**src/design/loss_and_gradient_eval_macros.svh**
```systemverilog
// Assertion macros for the loss and gradient evaluator.
// Used by the top level only; no other dependencies.
`ifndef LOSS_AND_GRADIENT_EVAL_MACROS_SVH
`define LOSS_AND_GRADIENT_EVAL_MACROS_SVH
`ifndef ASSERT_OFF
// checked outside reset
`define LGE_ASSERT(lbl, prop) \
    lbl: assert property (@(posedge i_clk) disable iff (!i_rst_n) prop) \
        else $error("loss_and_gradient_eval assertion failed");
// checked at every edge, reset included
`define LGE_ASSERT_ALWAYS(lbl, prop) \
    lbl: assert property (@(posedge i_clk) prop) \
        else $error("loss_and_gradient_eval assertion failed");
`else
`define LGE_ASSERT(lbl, prop)
`define LGE_ASSERT_ALWAYS(lbl, prop)
`endif
`endif

```
**src/design/lge_pkg.sv**
```systemverilog
// Shared types and constants for the loss and gradient evaluator.
// No dependencies.
package lge_pkg;

    localparam int FifoDepth = 2;
    localparam int DataW     = 32;
    localparam int EpsW      = 16;
    localparam int LossW     = 48;

    localparam logic [31:0] LN2_Q32 = 32'd2977044472;

    localparam logic CFG_COST_MODE = 1'b0;
    localparam logic CFG_EPSILON   = 1'b1;

    localparam logic MODE_SE = 1'b0;
    localparam logic MODE_CE = 1'b1;

    typedef struct packed {
        logic signed [DataW-1:0] pred;
        logic signed [DataW-1:0] targ;
        logic                    last;
        logic                    mode;
        logic [EpsW-1:0]         eps;
    } t_item;

    typedef struct packed {
        logic full;
        logic empty;
    } t_q_status;

endpackage

```
**src/design/lge_front.sv**
```systemverilog
// Input side: configuration registers and beat acceptance.
// Tags each beat with the mode and floor in force. Depends on lge_pkg.
module lge_front (
    input  logic                  i_clk,
    input  logic                  i_rst_n,
    input  logic                  i_cfg_we,
    input  logic                  i_cfg_idx,
    input  logic [15:0]           i_cfg_data,
    input  logic                  i_valid,
    input  logic [31:0]           i_pred,
    input  logic [31:0]           i_targ,
    input  logic                  i_last,
    output logic                  o_ready,
    input  lge_pkg::t_q_status    i_q_status,
    output logic                  o_push,
    output lge_pkg::t_item        o_item
);

    logic        r_mode;
    logic [15:0] r_eps;

    always_ff @(posedge i_clk) begin
        if (!i_rst_n) begin
            r_mode <= lge_pkg::MODE_SE;
            r_eps  <= 16'd7;
        end else if (i_cfg_we) begin
            case (i_cfg_idx)
                lge_pkg::CFG_COST_MODE: r_mode <= i_cfg_data[0];
                lge_pkg::CFG_EPSILON:   r_eps  <= i_cfg_data;
                default: ;
            endcase
        end
    end

    assign o_ready = !i_q_status.full;
    assign o_push  = i_valid && !i_q_status.full;

    always_comb begin
        o_item.pred = i_pred;
        o_item.targ = i_targ;
        o_item.last = i_last;
        o_item.mode = r_mode;
        // a zero floor acts as one
        o_item.eps  = (r_eps == 16'd0) ? 16'd1 : r_eps;
    end

endmodule

```
**config.mk**
```make
export PLATFORM = sky130hd
export DESIGN_NAME = lge_front
export DESIGN_NICKNAME = d
export VERILOG_FILES = /design/src/design/loss_and_gradient_eval_macros.svh /design/src/design/lge_pkg.sv /design/src/design/lge_front.sv
export SDC_FILE = /design/constraint.sdc
export NUM_CORES = 1
export LEC_CHECK = 0
export BUFFER_PORTS_ARGS = -buffer_cell sky130_fd_sc_hd__clkbuf_2
export CORE_UTILIZATION = 31
export CTS_CLUSTER_DIAMETER = 40
export DETAILED_ROUTE_END_ITERATION = 10
export PLACE_DENSITY = 0.81
export SLEW_MARGIN = 40
export SYNTH_ARGS = -nofsm -noshare
export SYNTH_HDL_FRONTEND = slang
export SYNTH_SLANG_ARGS = --single-unit
export TNS_END_PERCENT = 50
```
**constraint.sdc**
```tcl
create_clock -name i_clk -period 1.6 [get_ports i_clk]
set_clock_uncertainty 0.1 [all_clocks]
set_input_delay 0.48 -clock i_clk [delete_from_list [all_inputs] [get_ports i_clk]]
set_output_delay 0.48 -clock i_clk [all_outputs]
set_load 0.005 [all_outputs]
```
==> parameters.txt <==
Parameter                              Value

Hold path
  Terminating pin of the worst hold path    r_eps[2]
  Worst Min Path Start    i_cfg_data[2]
  Worst hold path cell count    3
  Classification of the worst-slack hold path    input pin to register

Floorplanning
  Overall die area    4380 um2
  Die Ht    66.2 um
  I/O Pins    172
  Die boundary width    66.2 um
  Cell Rows    22
  Initial core utilization    33.6%
  Placeable Area    3800 um2

Routing
  Via count    754
  Routed Wire Length    2360 um
  Number of remaining DRC errors    0
  Final routed wire length divided by cell count    13.5 um
  Post-detailed-route count of antenna-violating nets    0
  First DRT Iteration DRCs    8
  Number of vias per cell after detailed routing    4.33
  First-pass iteration count of the detailed router    3

Setup path
  Largest fanout on the critical path    3
  Crit path required time    1.02 ns
  Cell at the slowest stage of the critical path    sky130_fd_sc_hd__dfxtp_2
  Worst Setup End Kind    output pin
  Setup crit start kind    register
  CP max stage delay    0.34 ns
  Slack of the worst reg-to-reg path    0.73 ns
  Number of cells on the worst reg-to-reg path    3
  Worst reg2reg endpoint    r_eps[10]
  Critical path arrival    1.24 ns
  Start point of the critical path    r_eps[13]
  Kind of critical path    register to output pin
  Cells traversed along the worst timing path    nor4_4, buf_4, a41o_1, clkbuf_2
  Reg-to-Reg Start    r_eps[10]

Global routing
  Largest net degree at the start of global routing    18
  Number of antenna violations at the first check in global routing    0
  Overall Global Routing Usage    10.3%
  First-pass GRT wire length    3330 um
  Remaining global-route overflow    0
  Via count of the first global-routing pass    673

Timing
  Slew at the pin closest to its max-slew limit    0.612 ns
  Number of hold violations in the final report    0
  Shortest period the worst path allows    1.82 ns
  Setup_tns    -0.225 ns
  Final Max Tran Viols    0
  Post-route fraction of the period consumed by the critical path    114%
  Worst slew slack as a fraction of its limit    59.2%
  Fin worst setup slack    -0.225 ns
  Max Clk Rate    548 MHz
  Setup violation total in the final timing report    1
  Setup repair after global routing missed its margin    true

Logic synthesis
  Cell count after synthesis    162
  Number of register bits inferred by synthesis    17
  Register area share after synthesis    26.7%
  Netlist Area Pre-Place    1280 um2
  Net count after synthesis    250
  Count of distinct cell types in the synthesized netlist    19
  Average size of a mapped cell    7.88 um2
  Warnings, synthesis    0

Clocking
  Root buffer cell    sky130_fd_sc_hd__clkbuf_8
  Number of sinks driven by the clock tree    17
  Clock slew at reported path FFs    0.07 ns
  Number of buffers inserted for hold repair after clock tree synthesis    0
  Total clock buffers created by CTS    3
  CTS tree    built
  Number of buffers on the longest clock path    2
  Clock network latency to the later pin of the worst-skew pair    0.24 ns
  H-tree depth    1
  Setup bufs post-CTS    0

Power
  Peak supply drop    320 uV
  Net Switching    0.000218 W
  Combinational cell fraction of total power    14.8%
  Clock network fraction of design power    34.6%
  Power density over the cells    874 nW/um2
  Sequential group share of total power    50.6%
  Leak pwr    0.479 nW
  Internal Pwr Total    0.000696 W
  Sw Share    23.9%

Status
  Outcome    finished with violations
  Violated checks    setup timing

Cells and area
  Proportion of layout cells with a drive suffix above 1    47.6%
  Number of nets in the layout    215
  Area growth from synthesis to layout    -18.0%
  Fill cell total of the finished layout    444
  Count of antenna diodes in the layout    0

Place
  HPWL Detailed    1820 um
  Quantity of I/O buffers inserted on ports    40
  Routability Congestion    0.652
  Pre-CTS setup slack    -0.00764 ns

Job
  Reported max-cap violation count    0
-- worst max-delay path by stage --
stage | to | slack, ns
after detailed placement | o_item[0] | -0.008
final | o_item[0] | -0.22
after global placement | o_item[0] | -0.04
after global routing | o_item[0] | -0.31
after floorplan | o_item[0] | 0.27
after CTS | o_item[0] | -0.25
-- critical path: cells and delay by family, from the launching register on --
kind,cells,cell delay (ns)
flops,1,0.34
simple gates,1,0.26
buf+inv,2,0.26
compound gates,1,0.14
-- power by group through the flow --
stage	combinational, W	clock, W	sequential (W)
global placement	0.000132	0	0.000468
finish	0.000136	0.000317	0.000462
global route	0.000152	0.000357	0.000465
CTS	0.000136	0.000326	0.000460
detailed placement	0.000134	0	0.000469
floorplan	0.000213	0	0.000465
-- routing by layer --
metal,GRT usage [%],share of wire [%]
met2,16.7,48
met1,10.9,37
met3,3.45,11
met5,0,0
met4,7.98,3.9
-- kinds of logic (layout without fill, tap and decap cells) --
| group | count (synthesis) | in the layout | synth area share, % |
|---|---|---|---|
| AO/OA/AOI/OAI | 14 | 14 | 10.5 |
| buffers and inverters | 86 | 50 | 47.0 |
| flip-flops | 17 | 17 | 26.7 |
| multiplexers | 1 | 1 | 0.784 |
| AND/OR/NAND/NOR | 44 | 44 | 15.1 |
-- flip-flops by register name, indices dropped and copies added (netlist names) --
| name | cells |
|---|---|
| r_eps | 16 |
| r_mode | 1 |
-- per-stage QoR --
stage,utilization (%),cell area [um2],hold slack (ns),cells,total power [W]
4_1_cts,27.1,1030,0.341,174,0.000922
3_5_place_dp,25.8,978,0.368,170,0.000602
6_report,27.5,1050,0.342,174,0.000915
5_1_grt,27.5,1050,0.348,174,0.000975
2_1_floorplan,-,1280,0.341,162,0.000678
3_3_place_gp,25.8,978,0.356,170,0.000600
-- cells in the final DEF (no fill, tap or decap), drive strengths merged --
cell type / n
and2b: 1
dfxtp: 17
clkbuf: 44
nor4: 3
nand3: 3
nor3: 1
nand2: 33
buf: 5
and2: 1
inv: 1
mux2i: 1
nor2b: 2
a41o: 1
a21boi: 13
-- Yosys cell counts --
library cell | number | share of area [%]
sky130_fd_sc_hd__mux2i_1 | 1 | 0.78
sky130_fd_sc_hd__buf_12 | 1 | 1.6
sky130_fd_sc_hd__inv_1 | 1 | 0.29
sky130_fd_sc_hd__nor2b_1 | 2 | 0.98
sky130_fd_sc_hd__a21boi_0 | 6 | 3.5
sky130_fd_sc_hd__dfxtp_1 | 17 | 27
sky130_fd_sc_hd__clkbuf_1 | 15 | 4.4
sky130_fd_sc_hd__buf_2 | 1 | 0.39
sky130_fd_sc_hd__nand3_1 | 3 | 1.2
sky130_fd_sc_hd__buf_4 | 67 | 39
sky130_fd_sc_hd__buf_6 | 1 | 0.88
sky130_fd_sc_hd__nand2_2 | 1 | 0.49
sky130_fd_sc_hd__nor3_1 | 1 | 0.39
sky130_fd_sc_hd__a21boi_2 | 7 | 6.2
sky130_fd_sc_hd__and2b_2 | 1 | 0.69
sky130_fd_sc_hd__nor4_1 | 3 | 1.5
sky130_fd_sc_hd__and2_1 | 1 | 0.49
sky130_fd_sc_hd__nand2_1 | 32 | 9.4
sky130_fd_sc_hd__a41o_1 | 1 | 0.78
-- repair_timing --
item / 4_1_cts / 5_1_grt
pin swaps: 0 / 1
cloned: 0 / 0
gates resized for setup: 1 / 3
endpoints found under the setup margin: 1 / 1
-- area by class of cell --
class / instances / area [um2] / area share, %
Clock buffer: 4 / 45.0 / 4.31
Inverter: 1 / 3.75 / 0.359
Timing Repair Buffer: 45 / 238 / 22.7
Sequential cell: 17 / 342 / 32.7
Multi-Input combinational cell: 59 / 358 / 34.2
Tap cell: 48 / 60.1 / 5.74
Note: power is estimated with default switching activity, not from simulation.
