===== config.mk =====
export PLATFORM = sky130hd
export DESIGN_NAME = lge_fifo
export DESIGN_NICKNAME = d
export VERILOG_FILES = /design/src/design/loss_and_gradient_eval_macros.svh /design/src/design/lge_pkg.sv /design/src/design/lge_fifo.sv
export SDC_FILE = /design/constraint.sdc
export NUM_CORES = 1
export LEC_CHECK = 0
export ABC_AREA = 1
export BUFFER_PORTS_ARGS = -buffer_cell sky130_fd_sc_hd__buf_2
export CAP_MARGIN = 30
export CORE_UTILIZATION = 40
export CTS_BUF_LIST = sky130_fd_sc_hd__clkbuf_4 sky130_fd_sc_hd__clkbuf_8
export DETAILED_ROUTE_END_ITERATION = 7
export PLACE_DENSITY = 0.61
export SLEW_MARGIN = 20
export SYNTH_ARGS = -nofsm -noshare
export SYNTH_HDL_FRONTEND = slang
export SYNTH_SLANG_ARGS = --single-unit

===== constraint.sdc =====
create_clock -name i_clk -period 11.65 [get_ports i_clk]
set_clock_uncertainty 0.15 [all_clocks]
set_input_delay 0 -clock i_clk [delete_from_list [all_inputs] [get_ports i_clk]]
set_output_delay 0 -clock i_clk [all_outputs]
set_load 0.05 [all_outputs]

===== src/design/loss_and_gradient_eval_macros.svh =====
// Assertion macros for the loss and gradient evaluator.
// Used by the top level only; no other dependencies.
`ifndef LOSS_AND_GRADIENT_EVAL_MACROS_SVH
`define LOSS_AND_GRADIENT_EVAL_MACROS_SVH
`ifndef ASSERT_OFF
// checked outside reset
`define LGE_ASSERT(lbl, prop) \
    lbl: assert property (@(posedge i_clk) disable iff (!i_rst_n) prop) \
        else $error("loss_and_gradient_eval assertion failed");
// checked at every edge, reset included
`define LGE_ASSERT_ALWAYS(lbl, prop) \
    lbl: assert property (@(posedge i_clk) prop) \
        else $error("loss_and_gradient_eval assertion failed");
`else
`define LGE_ASSERT(lbl, prop)
`define LGE_ASSERT_ALWAYS(lbl, prop)
`endif
`endif


===== src/design/lge_pkg.sv =====
// Shared types and constants for the loss and gradient evaluator.
// No dependencies.
package lge_pkg;

    localparam int FifoDepth = 2;
    localparam int DataW     = 32;
    localparam int EpsW      = 16;
    localparam int LossW     = 48;

    localparam logic [31:0] LN2_Q32 = 32'd2977044472;

    localparam logic CFG_COST_MODE = 1'b0;
    localparam logic CFG_EPSILON   = 1'b1;

    localparam logic MODE_SE = 1'b0;
    localparam logic MODE_CE = 1'b1;

    typedef struct packed {
        logic signed [DataW-1:0] pred;
        logic signed [DataW-1:0] targ;
        logic                    last;
        logic                    mode;
        logic [EpsW-1:0]         eps;
    } t_item;

    typedef struct packed {
        logic full;
        logic empty;
    } t_q_status;

endpackage


===== src/design/lge_fifo.sv =====
// Short queue between the front and back parts.
// Holds tagged items; depends on lge_pkg.
module lge_fifo #(
    parameter int DEPTH = lge_pkg::FifoDepth
) (
    input  logic               i_clk,
    input  logic               i_rst_n,
    input  logic               i_push,
    input  lge_pkg::t_item     i_item,
    input  logic               i_pop,
    output lge_pkg::t_item     o_item,
    output lge_pkg::t_q_status o_status
);

    localparam int PtrW = (DEPTH > 1) ? $clog2(DEPTH) : 1;
    localparam int CntW = $clog2(DEPTH + 1);

    lge_pkg::t_item r_mem [DEPTH];
    logic [PtrW-1:0] r_wr;
    logic [PtrW-1:0] r_rd;
    logic [CntW-1:0] r_cnt;

    always_ff @(posedge i_clk) begin
        if (i_push) begin
            r_mem[r_wr] <= i_item;
        end
    end

    always_ff @(posedge i_clk) begin
        if (!i_rst_n) begin
            r_wr  <= '0;
            r_rd  <= '0;
            r_cnt <= '0;
        end else begin
            if (i_push) begin
                r_wr <= (r_wr == PtrW'(DEPTH - 1)) ? '0 : r_wr + 1'b1;
            end
            if (i_pop) begin
                r_rd <= (r_rd == PtrW'(DEPTH - 1)) ? '0 : r_rd + 1'b1;
            end
            if (i_push && !i_pop) begin
                r_cnt <= r_cnt + 1'b1;
            end else if (i_pop && !i_push) begin
                r_cnt <= r_cnt - 1'b1;
            end
        end
    end

    assign o_item         = r_mem[r_rd];
    assign o_status.full  = (r_cnt == CntW'(DEPTH));
    assign o_status.empty = (r_cnt == '0);

endmodule


==> results of run 1 <==
-- through the flow --
step	util [%]	worst slack (ns)	std cells	hold slack (ns)
after floorplan	-	7.24	290	-0.0511
after global placement	47.2	9.29	669	0.0372
after detailed placement	47.4	9.27	670	0.0413
after CTS	55.4	8.77	791	0.0825
after global routing	55.4	8.69	791	0.0922
final	55.4	8.86	791	0.132
-- registers in the layout, summed over array words and instances, names as in the netlist, named ones only --
signal	cells
r_cnt	2
r_rd	1
r_mem	164
r_wr	1
-- worst paths after layout --
check | start | slack (ns) | depth (start not counted) | to
worst max register to register | r_wr | 9.46 | 3 | r_mem[1][70]
worst min register to register | r_rd | 0.36 | 2 | flop
worst min-delay path | i_item[65] | 0.13 | 2 | r_mem[0][65]
worst max-delay path | flop | 8.86 | 3 | o_item[20]
-- repair_timing --
action / in CTS / in global routing
gates resized for setup: 0 / 0
hold buffers: 89 / 0
hold endpoints to repair: 169 / 0
endpoints found under the setup margin: 0 / 0
-- logic make-up (layout without fill, tap and decap cells) --
group	count (synthesis)	after routing	synth area share (%)
AOI/OAI and AO/OA	2	2	0.153
adders and majority gates	1	1	0.191
buffers and inverters	17	302	3.08
DFF	169	169	76.7
muxes	82	82	18.7
and+or+nand+nor	19	19	1.15
-- worst reg2reg max path, delay by kind of cell, from the launching register on --
family / cells / cell delay, ns
buf+inv: 2 / 1.11
flops: 1 / 0.42
simple gates: 1 / 0.12
-- synthesized netlist by cell type, drive strengths merged --
cell      n
buf       9
mux2     82
nand2     8
a21oi     1
edfxtp  164
o21ai     1
dfxtp     5
inv       8
nand4     1
nand3     1
nor2      9
ha        1
-- power by group --
group          total (W)  internal [W]  switching [W]
clock network   0.000397      0.000194       0.000203
logic           0.000242     0.0000922       0.000150
registers       0.000716      0.000702      0.0000134
-- layout make-up --
type / count / area [um2]
Clock buffer: 22 / 297
Clock inverter: 10 / 93.8
Fill cell: 1285 / 7110
Inverter: 8 / 31.3
Multi-Input combinational cell: 104 / 1330
Sequential cell: 169 / 5030
Tap cell: 216 / 270
Timing Repair Buffer: 262 / 1790
-- layer usage --
metal	vias up	share of wire, %	GRT usage (%)
li1	1667	-	-
met1	1722	44	17.4
met2	112	50	25.1
met3	11	5.0	4.67
met4	0	1.1	4.92
met5	-	0	0
==> flow_summary.json, run 1 <==
{
  "slowest_stage": "buf_4",
  "mostFrequentLayoutCell": "buf_2",
  "clk_latency_ns": 0.44,
  "antenna_found_initial": 0,
  "cp.arrival_ns": 2.64,
  "route.detailed.drc": 0,
  "yosysTopAreaCellShare_pct": 75.2,
  "vias": 3512,
  "antennaDiodeCount": 0,
  "dieArea_um2": 16900,
  "total_leakage_power_nw": 3.54,
  "final_area_um2": 8840,
  "pin_count": 170,
  "nets": 649,
  "cts_buffer_depth": 2,
  "grt_use_total_pct": 14.6,
  "post_cts_buffers": 0,
  "worst_setup_path_start_kind": "flop",
  "cts_root_buffer": "clkbuf_8",
  "cts_buffers": 17,
  "cp_num_buf_inv": 2,
  "placed_area_um2": 7550,
  "grt_pass1_wl_mm": 18.2,
  "worst_pin_slew_ns": 0.911,
  "ys_top_cells_by_area": "edfxtp_1 75%, mux2_4 18%, buf_12 2.4%",
  "grt_max_degree": 54,
  "cp.required_ns": 11.50,
  "initial_core_util_pct": 41.1,
  "grt-ovfl-total": 0,
  "wl_mm": 12.1,
  "finalHoldViolCount": 0,
  "fmax_mhz": 358,
  "cts_tree": "done",
  "hold_class": "in2reg",
  "htree_levels": 4,
  "postRouteAntennaNets": 0,
  "gp_congestion": 0.672,
  "hpwl_mm": 7.53,
  "drt_iter0_markers": 187,
  "ys_ff_latch": 169,
  "core_area_um2": 15900,
  "ys_warn_count": 0,
  "ys_seq_area_share_pct": 76.7,
  "vias_per_cell": 4.44,
  "first_pass_iters": 4,
  "portBuffers": 169,
  "relSlewSlack_pct": 39.3,
  "syn_avg_cell_area_um2": 22.6,
  "drive_gt1_share_pct": 50.4,
  "period_share_pct": 24.0,
  "ir_drop_uv": 82.3,
  "layout_common_cells": "169 x buf_2, 164 x edfxtp_1, 89 x dlygate4sd3_1",
  "crit_fanout": 49,
  "crit_chain": "buf_4, mux2_4, buf_2",
  "layout_min_cycle_time_ns": 2.79,
  "setup_tns_ns": 0,
  "yosysTopAreaCell": "edfxtp_1",
  "wl_per_cell_um": 15.3,
  "netlist_instances": 290,
  "fp.dieW_um": 130,
  "end_kind": "output port",
  "critPathTopFamily": "buffers and inverters",
  "syn_area_um2": 6550,
  "synth.distinct_cells": 14,
  "area_delta_synth_final_pct": 35.0,
  "clk_pin_slew_ns": 0.09,
  "critPathKind": "reg2out",
  "critical-path-max-stage-delay_ns": 0.82,
  "grt_pass1_vias": 3691,
  "power.density_nw_per_um2": 153,
  "p_total_w": 0.00135,
  "setup_viol": 0,
  "status": "finished clean",
  "synthesis.nets": 377,
  "rsz0062_at_grt": "false",
  "cap_violations": 0,
  "die_h_um": 130,
  "num_rows": 46,
  "cts_sinks": 169,
  "slew_viol_final": 0
}
Power figures use the tool's default switching activity.
==> inputs of run 2 (changes only) <==
Settings changed: PLACE_DENSITY 0.61 to 0.64.
Clock period 11.65 ns to 2.34 ns, I/O delays scaled along.
==> run 2 against run 1 <==
Clock-buffer cell count up 3. Critical path depth up 6. Total power rose to 5.1 times the previous value. Combinational power rose to 5.0 times the previous value. Via count barely moved. First-iteration DRC count shrank 21%. Worst setup slack worse by 8.7 ns. Register-to-register slack lost 9.1 ns. Final cell count is 0.38% higher. Utilization up 0.56 points. Routed wire length is 2.6% lower. Critical endpoint is now r_cnt[1]. Largest cell class unchanged.
==> flow_summary.json, run 2 (synthesis gave the netlist of run 1 again) <==
{
  "setup_viol": 0,
  "mostFrequentLayoutCell": "buf_2",
  "postCtsHoldBufs": 89,
  "drt_iter0_markers": 148,
  "route.detailed.drc": 0,
  "clockPowerShare_pct": 31.4,
  "ir_drop_uv": 392,
  "vias": 3511,
  "first_pass_iters": 4,
  "placed_area_um2": 7600,
  "fp.dieW_um": 130,
  "holdPathStages": 2,
  "postRouteAntennaNets": 0,
  "setup_tns_ns": 0,
  "dpl.cell_count": 673,
  "initial_core_util_pct": 41.1,
  "area_delta_synth_final_pct": 36.3,
  "layout_min_cycle_time_ns": 2.23,
  "hpwl_mm": 7.32,
  "slowest_stage": "dlygate4sd3_1",
  "core_area_um2": 15900,
  "grt_pass1_wl_mm": 17.9,
  "fin_cells": 794,
  "cap_violations": 0,
  "rsz0062_at_grt": "false",
  "crit_fanout": 4,
  "r2r_end": "r_wr",
  "grt-ovfl-total": 0,
  "finalHoldViolCount": 0,
  "worst_setup_path_start_kind": "input pin",
  "clk_pin_slew_ns": 0.08,
  "cp.required_ns": 2.54,
  "pwr-share-seq_pct": 51.1,
  "vias_per_cell": 4.42,
  "cts_tree": "done",
  "total_leakage_power_nw": 3.58,
  "relSlewSlack_pct": 60.4,
  "end_kind": "flop",
  "fill_cells": 1279,
  "fmax_mhz": 448,
  "power.density_nw_per_um2": 779,
  "setup_ws_ns": 0.109,
  "post_cts_buffers": 0,
  "drive_gt1_share_pct": 50.7,
  "slew_viol_final": 0,
  "wl_mm": 11.8,
  "path_common_cell": "dlygate4sd3_1",
  "internal_power_w": 0.00518,
  "grt_use_total_pct": 14.5,
  "num_rows": 46,
  "critical-path-max-stage-delay_ns": 0.60,
  "whs_ns": 0.126,
  "die_h_um": 130,
  "final_area_um2": 8920,
  "cts_root_buffer": "clkbuf_8",
  "startpoint": "i_push",
  "gp_congestion": 0.698,
  "crit_end": "r_cnt[1]",
  "period_share_pct": 95.3,
  "antenna_found_initial": 0,
  "cts_resized": 0,
  "switching_share_pct": 25.5,
  "grt_pass1_vias": 3741,
  "place_ws_ns": 0.720,
  "htree_levels": 4,
  "wl_per_cell_um": 14.9,
  "status": "finished clean",
  "hold_class": "in2reg",
  "antennaDiodeCount": 0,
  "pin_count": 170,
  "portBuffers": 169,
  "cts_buffers": 17,
  "nets": 652,
  "cts_buffer_depth": 2,
  "worst_pin_slew_ns": 0.594,
  "largest_reg_flops": 164,
  "grt_max_degree": 45,
  "regToRegSetupSlack_ns": 0.36,
  "crit_chain": "dlygate4sd3_1, buf_2, ha_1, dlygate4sd3_1, inv_1, nand4_1, dlygate4sd3_1, nand2_1, nor2_1",
  "dieArea_um2": 16900,
  "p_sw_w": 0.00177,
  "cp.arrival_ns": 2.43,
  "top_regs": "r_mem: 164 flops, r_cnt: 2 flops",
  "reg2reg_from": "r_wr",
  "cts_sinks": 169,
  "clk_latency_ns": 0.43,
  "layout_common_cells": "169 x buf_2, 164 x edfxtp_1, 89 x dlygate4sd3_1",
  "regMostFlops": "r_mem",
  "critPathKind": "in2reg",
  "worst_r2r_path_depth": 5,
  "p_comb_share_pct": 17.5
}
-- run 2: worst max-delay path, delay by kind of cell --
kind,cells,cell delay (ns)
buffers and inverters,5,1.95
and+or+nand+nor,3,0.19
adders and majority gates,1,0.28
-- run 2: power groups by stage --
| stage | clock (W) | sequential, W | combinational [W] |
|---|---|---|---|
| after global routing | 0.00237 | 0.00356 | 0.00129 |
| after detailed placement | 0 | 0.00362 | 0.00111 |
| final | 0.00218 | 0.00355 | 0.00122 |
| after floorplan | 0 | 0.00360 | 0.000892 |
| after CTS | 0.00225 | 0.00355 | 0.00123 |
| after global placement | 0 | 0.00361 | 0.00110 |
-- run 2: cell type report --
class	count	area (um2)	share of cell area (%)
Timing Repair Buffer	265	1830	20.5
Sequential cell	169	5030	56.3
Clock buffer	25	319	3.57
Clock inverter	7	118	1.32
Multi-Input combinational cell	104	1330	14.9
Inverter	8	33.8	0.379
Tap cell	216	270	3.03
-- run 2: worst min path at each step --
stage	start	to
2_1_floorplan	i_item[0]	r_mem[0][0]
3_3_place_gp	i_item[74]	r_mem[1][74]
3_5_place_dp	i_item[36]	r_mem[1][36]
4_1_cts	i_item[33]	r_mem[0][33]
5_1_grt	i_item[81]	r_mem[0][81]
6_report	i_item[26]	r_mem[1][26]
-- run 2: per-stage QoR --
stage | utilization [%] | power (W)
after floorplan | - | 0.00449
after global placement | 47.7 | 0.00471
after detailed placement | 47.7 | 0.00473
after CTS | 56.0 | 0.00703
final | 56.0 | 0.00695
after global routing | 56.0 | 0.00723
-- run 2: routing by layer --
layer	track usage, %	share of wire [%]	up-vias
met4	5.06	1.2	0
met5	0	0	-
met3	6.19	7.0	14
met1	15.8	42	1703
met2	25.1	50	121
li1	-	-	1673
==> inputs of run 3 (changes only) <==
Settings changed: ABC_AREA 1 to default, HOLD_SLACK_MARGIN from default to 0.1.
==> run 3 against run 2 <==
Critical path depth down 6. Utilization up 0.80 points. Fmax up 7.6%. Synthesized cell count down 4.5%. Register-to-register slack better by 0.27 ns. Critical endpoint is now o_item[58]. Highest routed layer unchanged.
==> flow_summary.json, run 3 <==
{
  "status": "finished clean",
  "nets": 645,
  "cp.required_ns": 2.19,
  "grt_max_degree": 44,
  "cts_buffers": 17,
  "route.detailed.drc": 0,
  "relSlewSlack_pct": 67.7,
  "drive_gt1_share_pct": 50.6,
  "finalHoldViolCount": 0,
  "dpl.cell_count": 631,
  "slew_viol_final": 0,
  "clk_pin_slew_ns": 0.09,
  "die_h_um": 126,
  "vias_per_cell": 4.70,
  "yosysTopAreaCellShare_pct": 79.9,
  "drt_iter0_markers": 141,
  "synth-edff-count": 164,
  "total_leakage_power_nw": 3.26,
  "grt-ovfl-total": 0,
  "cp.arrival_ns": 1.92,
  "synth.distinct_cells": 17,
  "reg2reg_from": "r_wr",
  "pin_count": 170,
  "seq_area_um2": 5030,
  "placed_area_um2": 7270,
  "r2r_end": "r_wr",
  "holdPathStages": 2,
  "period_share_pct": 88.6,
  "yosysTopAreaCell": "edfxtp_1",
  "grt_pass1_wl_mm": 18.7,
  "grt-busiest-layer": "met2",
  "grtUsageMet2_pct": 27.6,
  "dieArea_um2": 15900,
  "grt_use_total_pct": 15.6,
  "ys_top_cells_by_area": "edfxtp_1 80%, mux2_2 15%, dfxtp_1 1.6%",
  "ys_seq_area_share_pct": 81.5,
  "syn_area_um2": 6160,
  "regToRegSetupSlack_ns": 0.63,
  "largest_reg_flops": 164,
  "power.density_nw_per_um2": 787,
  "crit_fanout": 33,
  "final_area_um2": 8600,
  "layout_min_cycle_time_ns": 2.07,
  "grt_pass1_vias": 3785,
  "pwr-share-seq_pct": 52.5,
  "p_sw_w": 0.00186,
  "postRouteAntennaNets": 0,
  "synth.most_common_cell": "edfxtp_1",
  "internal_power_w": 0.00491,
  "worst_setup_path_start_kind": "flop",
  "worstHoldStart": "i_item[48]",
  "cts_sinks": 169,
  "area_delta_synth_final_pct": 39.5,
  "grt.met3_usage_pct": 4.72,
  "regMostFlops": "r_mem",
  "async_reset_ff_share_pct": 0,
  "syn_avg_cell_area_um2": 22.3,
  "hold_class": "in2reg",
  "setup_viol": 0,
  "min_to": "r_mem[0][48]",
  "clk_latency_ns": 0.43,
  "crit_cells": 3,
  "crit_chain": "buf_12, mux2_2, buf_2",
  "setup_tns_ns": 0,
  "worst_r2r_path_depth": 3,
  "ys_warn_count": 0,
  "post_cts_buffers": 0,
  "hpwl_mm": 6.87,
  "critical-path-max-stage-delay_ns": 0.62,
  "clockPowerShare_pct": 28.8,
  "num_rows": 45,
  "netlist_instances": 277,
  "synthesis.nets": 364,
  "ys_ff_latch": 169,
  "top_regs": "r_mem: 164 flops, r_cnt: 2 flops",
  "slowest_stage": "dfxtp_4",
  "p_comb_share_pct": 18.7,
  "cp_num_buf_inv": 2,
  "switching_share_pct": 27.4,
  "core_area_um2": 15100,
  "layout_common_cells": "169 x buf_2, 164 x edfxtp_1, 96 x dlygate4sd3_1",
  "cts_root_buffer": "clkbuf_8",
  "critPathTopFamily": "flip-flops",
  "wl_per_cell_um": 15.9,
  "cap_violations": 0,
  "portBuffers": 169,
  "rsz0062_at_grt": "false",
  "end_kind": "output port",
  "antennaDiodeCount": 0,
  "ir_drop_uv": 424,
  "whs_ns": 0.133,
  "vias": 3565,
  "initial_core_util_pct": 40.7,
  "wl_mm": 12.1,
  "postCtsHoldBufs": 94,
  "met1_usage_pct": 17.6,
  "fin_cells": 759,
  "fmax_mhz": 482,
  "cts_tree": "done",
  "fp.dieW_um": 126,
  "cts_resized": 0,
  "mostFrequentLayoutCell": "buf_2",
  "multi_input_area_um2": 1050,
  "worst_pin_slew_ns": 0.484,
  "cts_buffer_depth": 2,
  "synth_flop_cell": "edfxtp_1",
  "htree_levels": 4,
  "antenna_found_initial": 0,
  "fill_cells": 1199,
  "critPathKind": "reg2out",
  "gp_congestion": 0.679,
  "first_pass_iters": 4,
  "synth_common_cells": "164 x edfxtp_1, 82 x mux2_2, 8 x buf_6"
}
[run 3: cell count changes after synthesis, moves of 4 or more]
cell     change
mux2_2      +80
buf_6        +7
buf_12       -8
inv_1        -7
mux2_4      -80
nand2_1      -8
and2_1       +4
nor2_1       -8
[run 3: final cells by class]
type,count,share of cell area (%)
clock buffers,21,3.07
clock inverters,11,1.22
inverters,1,0.0436
multi-input cells,98,12.2
flip-flops and latches,169,58.5
well taps,188,2.74
repair buffers,271,22.3
[run 3: metrics by stage]
stage	util, %	total power, W	setup WS [ns]
CTS	56.6	0.00683	0.201
floorplan	-	0.00447	0.213
detailed placement	48.0	0.00476	0.695
finish	56.8	0.00677	0.266
global route	56.8	0.00702	0.134
global placement	48.0	0.00474	0.704
[run 3: routing by layer]
layer | vias to the layer above | share of wire [%]
met2 | 119 | 52
met3 | 15 | 5.8
met1 | 1776 | 41
met4 | 0 | 1.4
met5 | - | 0
li1 | 1655 | -
[run 3: power groups by stage]
stage / Combinational [W] / Clock [W] / Sequential (W)
floorplan: 0.000880 / 0 / 0.00359
global placement: 0.00113 / 0 / 0.00361
detailed placement: 0.00114 / 0 / 0.00362
CTS: 0.00127 / 0.00201 / 0.00355
global route: 0.00133 / 0.00212 / 0.00357
finish: 0.00127 / 0.00195 / 0.00355
[run 3: how the worst max path moves through the flow]
stage,start,to,slack [ns]
2_1_floorplan,r_wr,r_mem[0][0],0.21
3_3_place_gp,flop,o_item[32],0.70
3_5_place_dp,flop,o_item[58],0.70
4_1_cts,flop,o_item[58],0.20
5_1_grt,flop,o_item[10],0.13
6_report,flop,o_item[58],0.27
[run 3: cells by family (layout without fill, tap and decap cells)]
group                    count (synthesis)  count (layout)  share of synthesized area (%)
flip-flops                             169             169                           81.5
multiplexers                            82              82                           15.0
buffers and inverters                   10             304                           1.64
AND/OR/NAND/NOR                          9               9                          0.913
AO/OA/AOI/OAI                            3               3                          0.325
XOR/XNOR                                 3               3                          0.426
adder cells (fa/ha/maj)                  1               1                          0.203
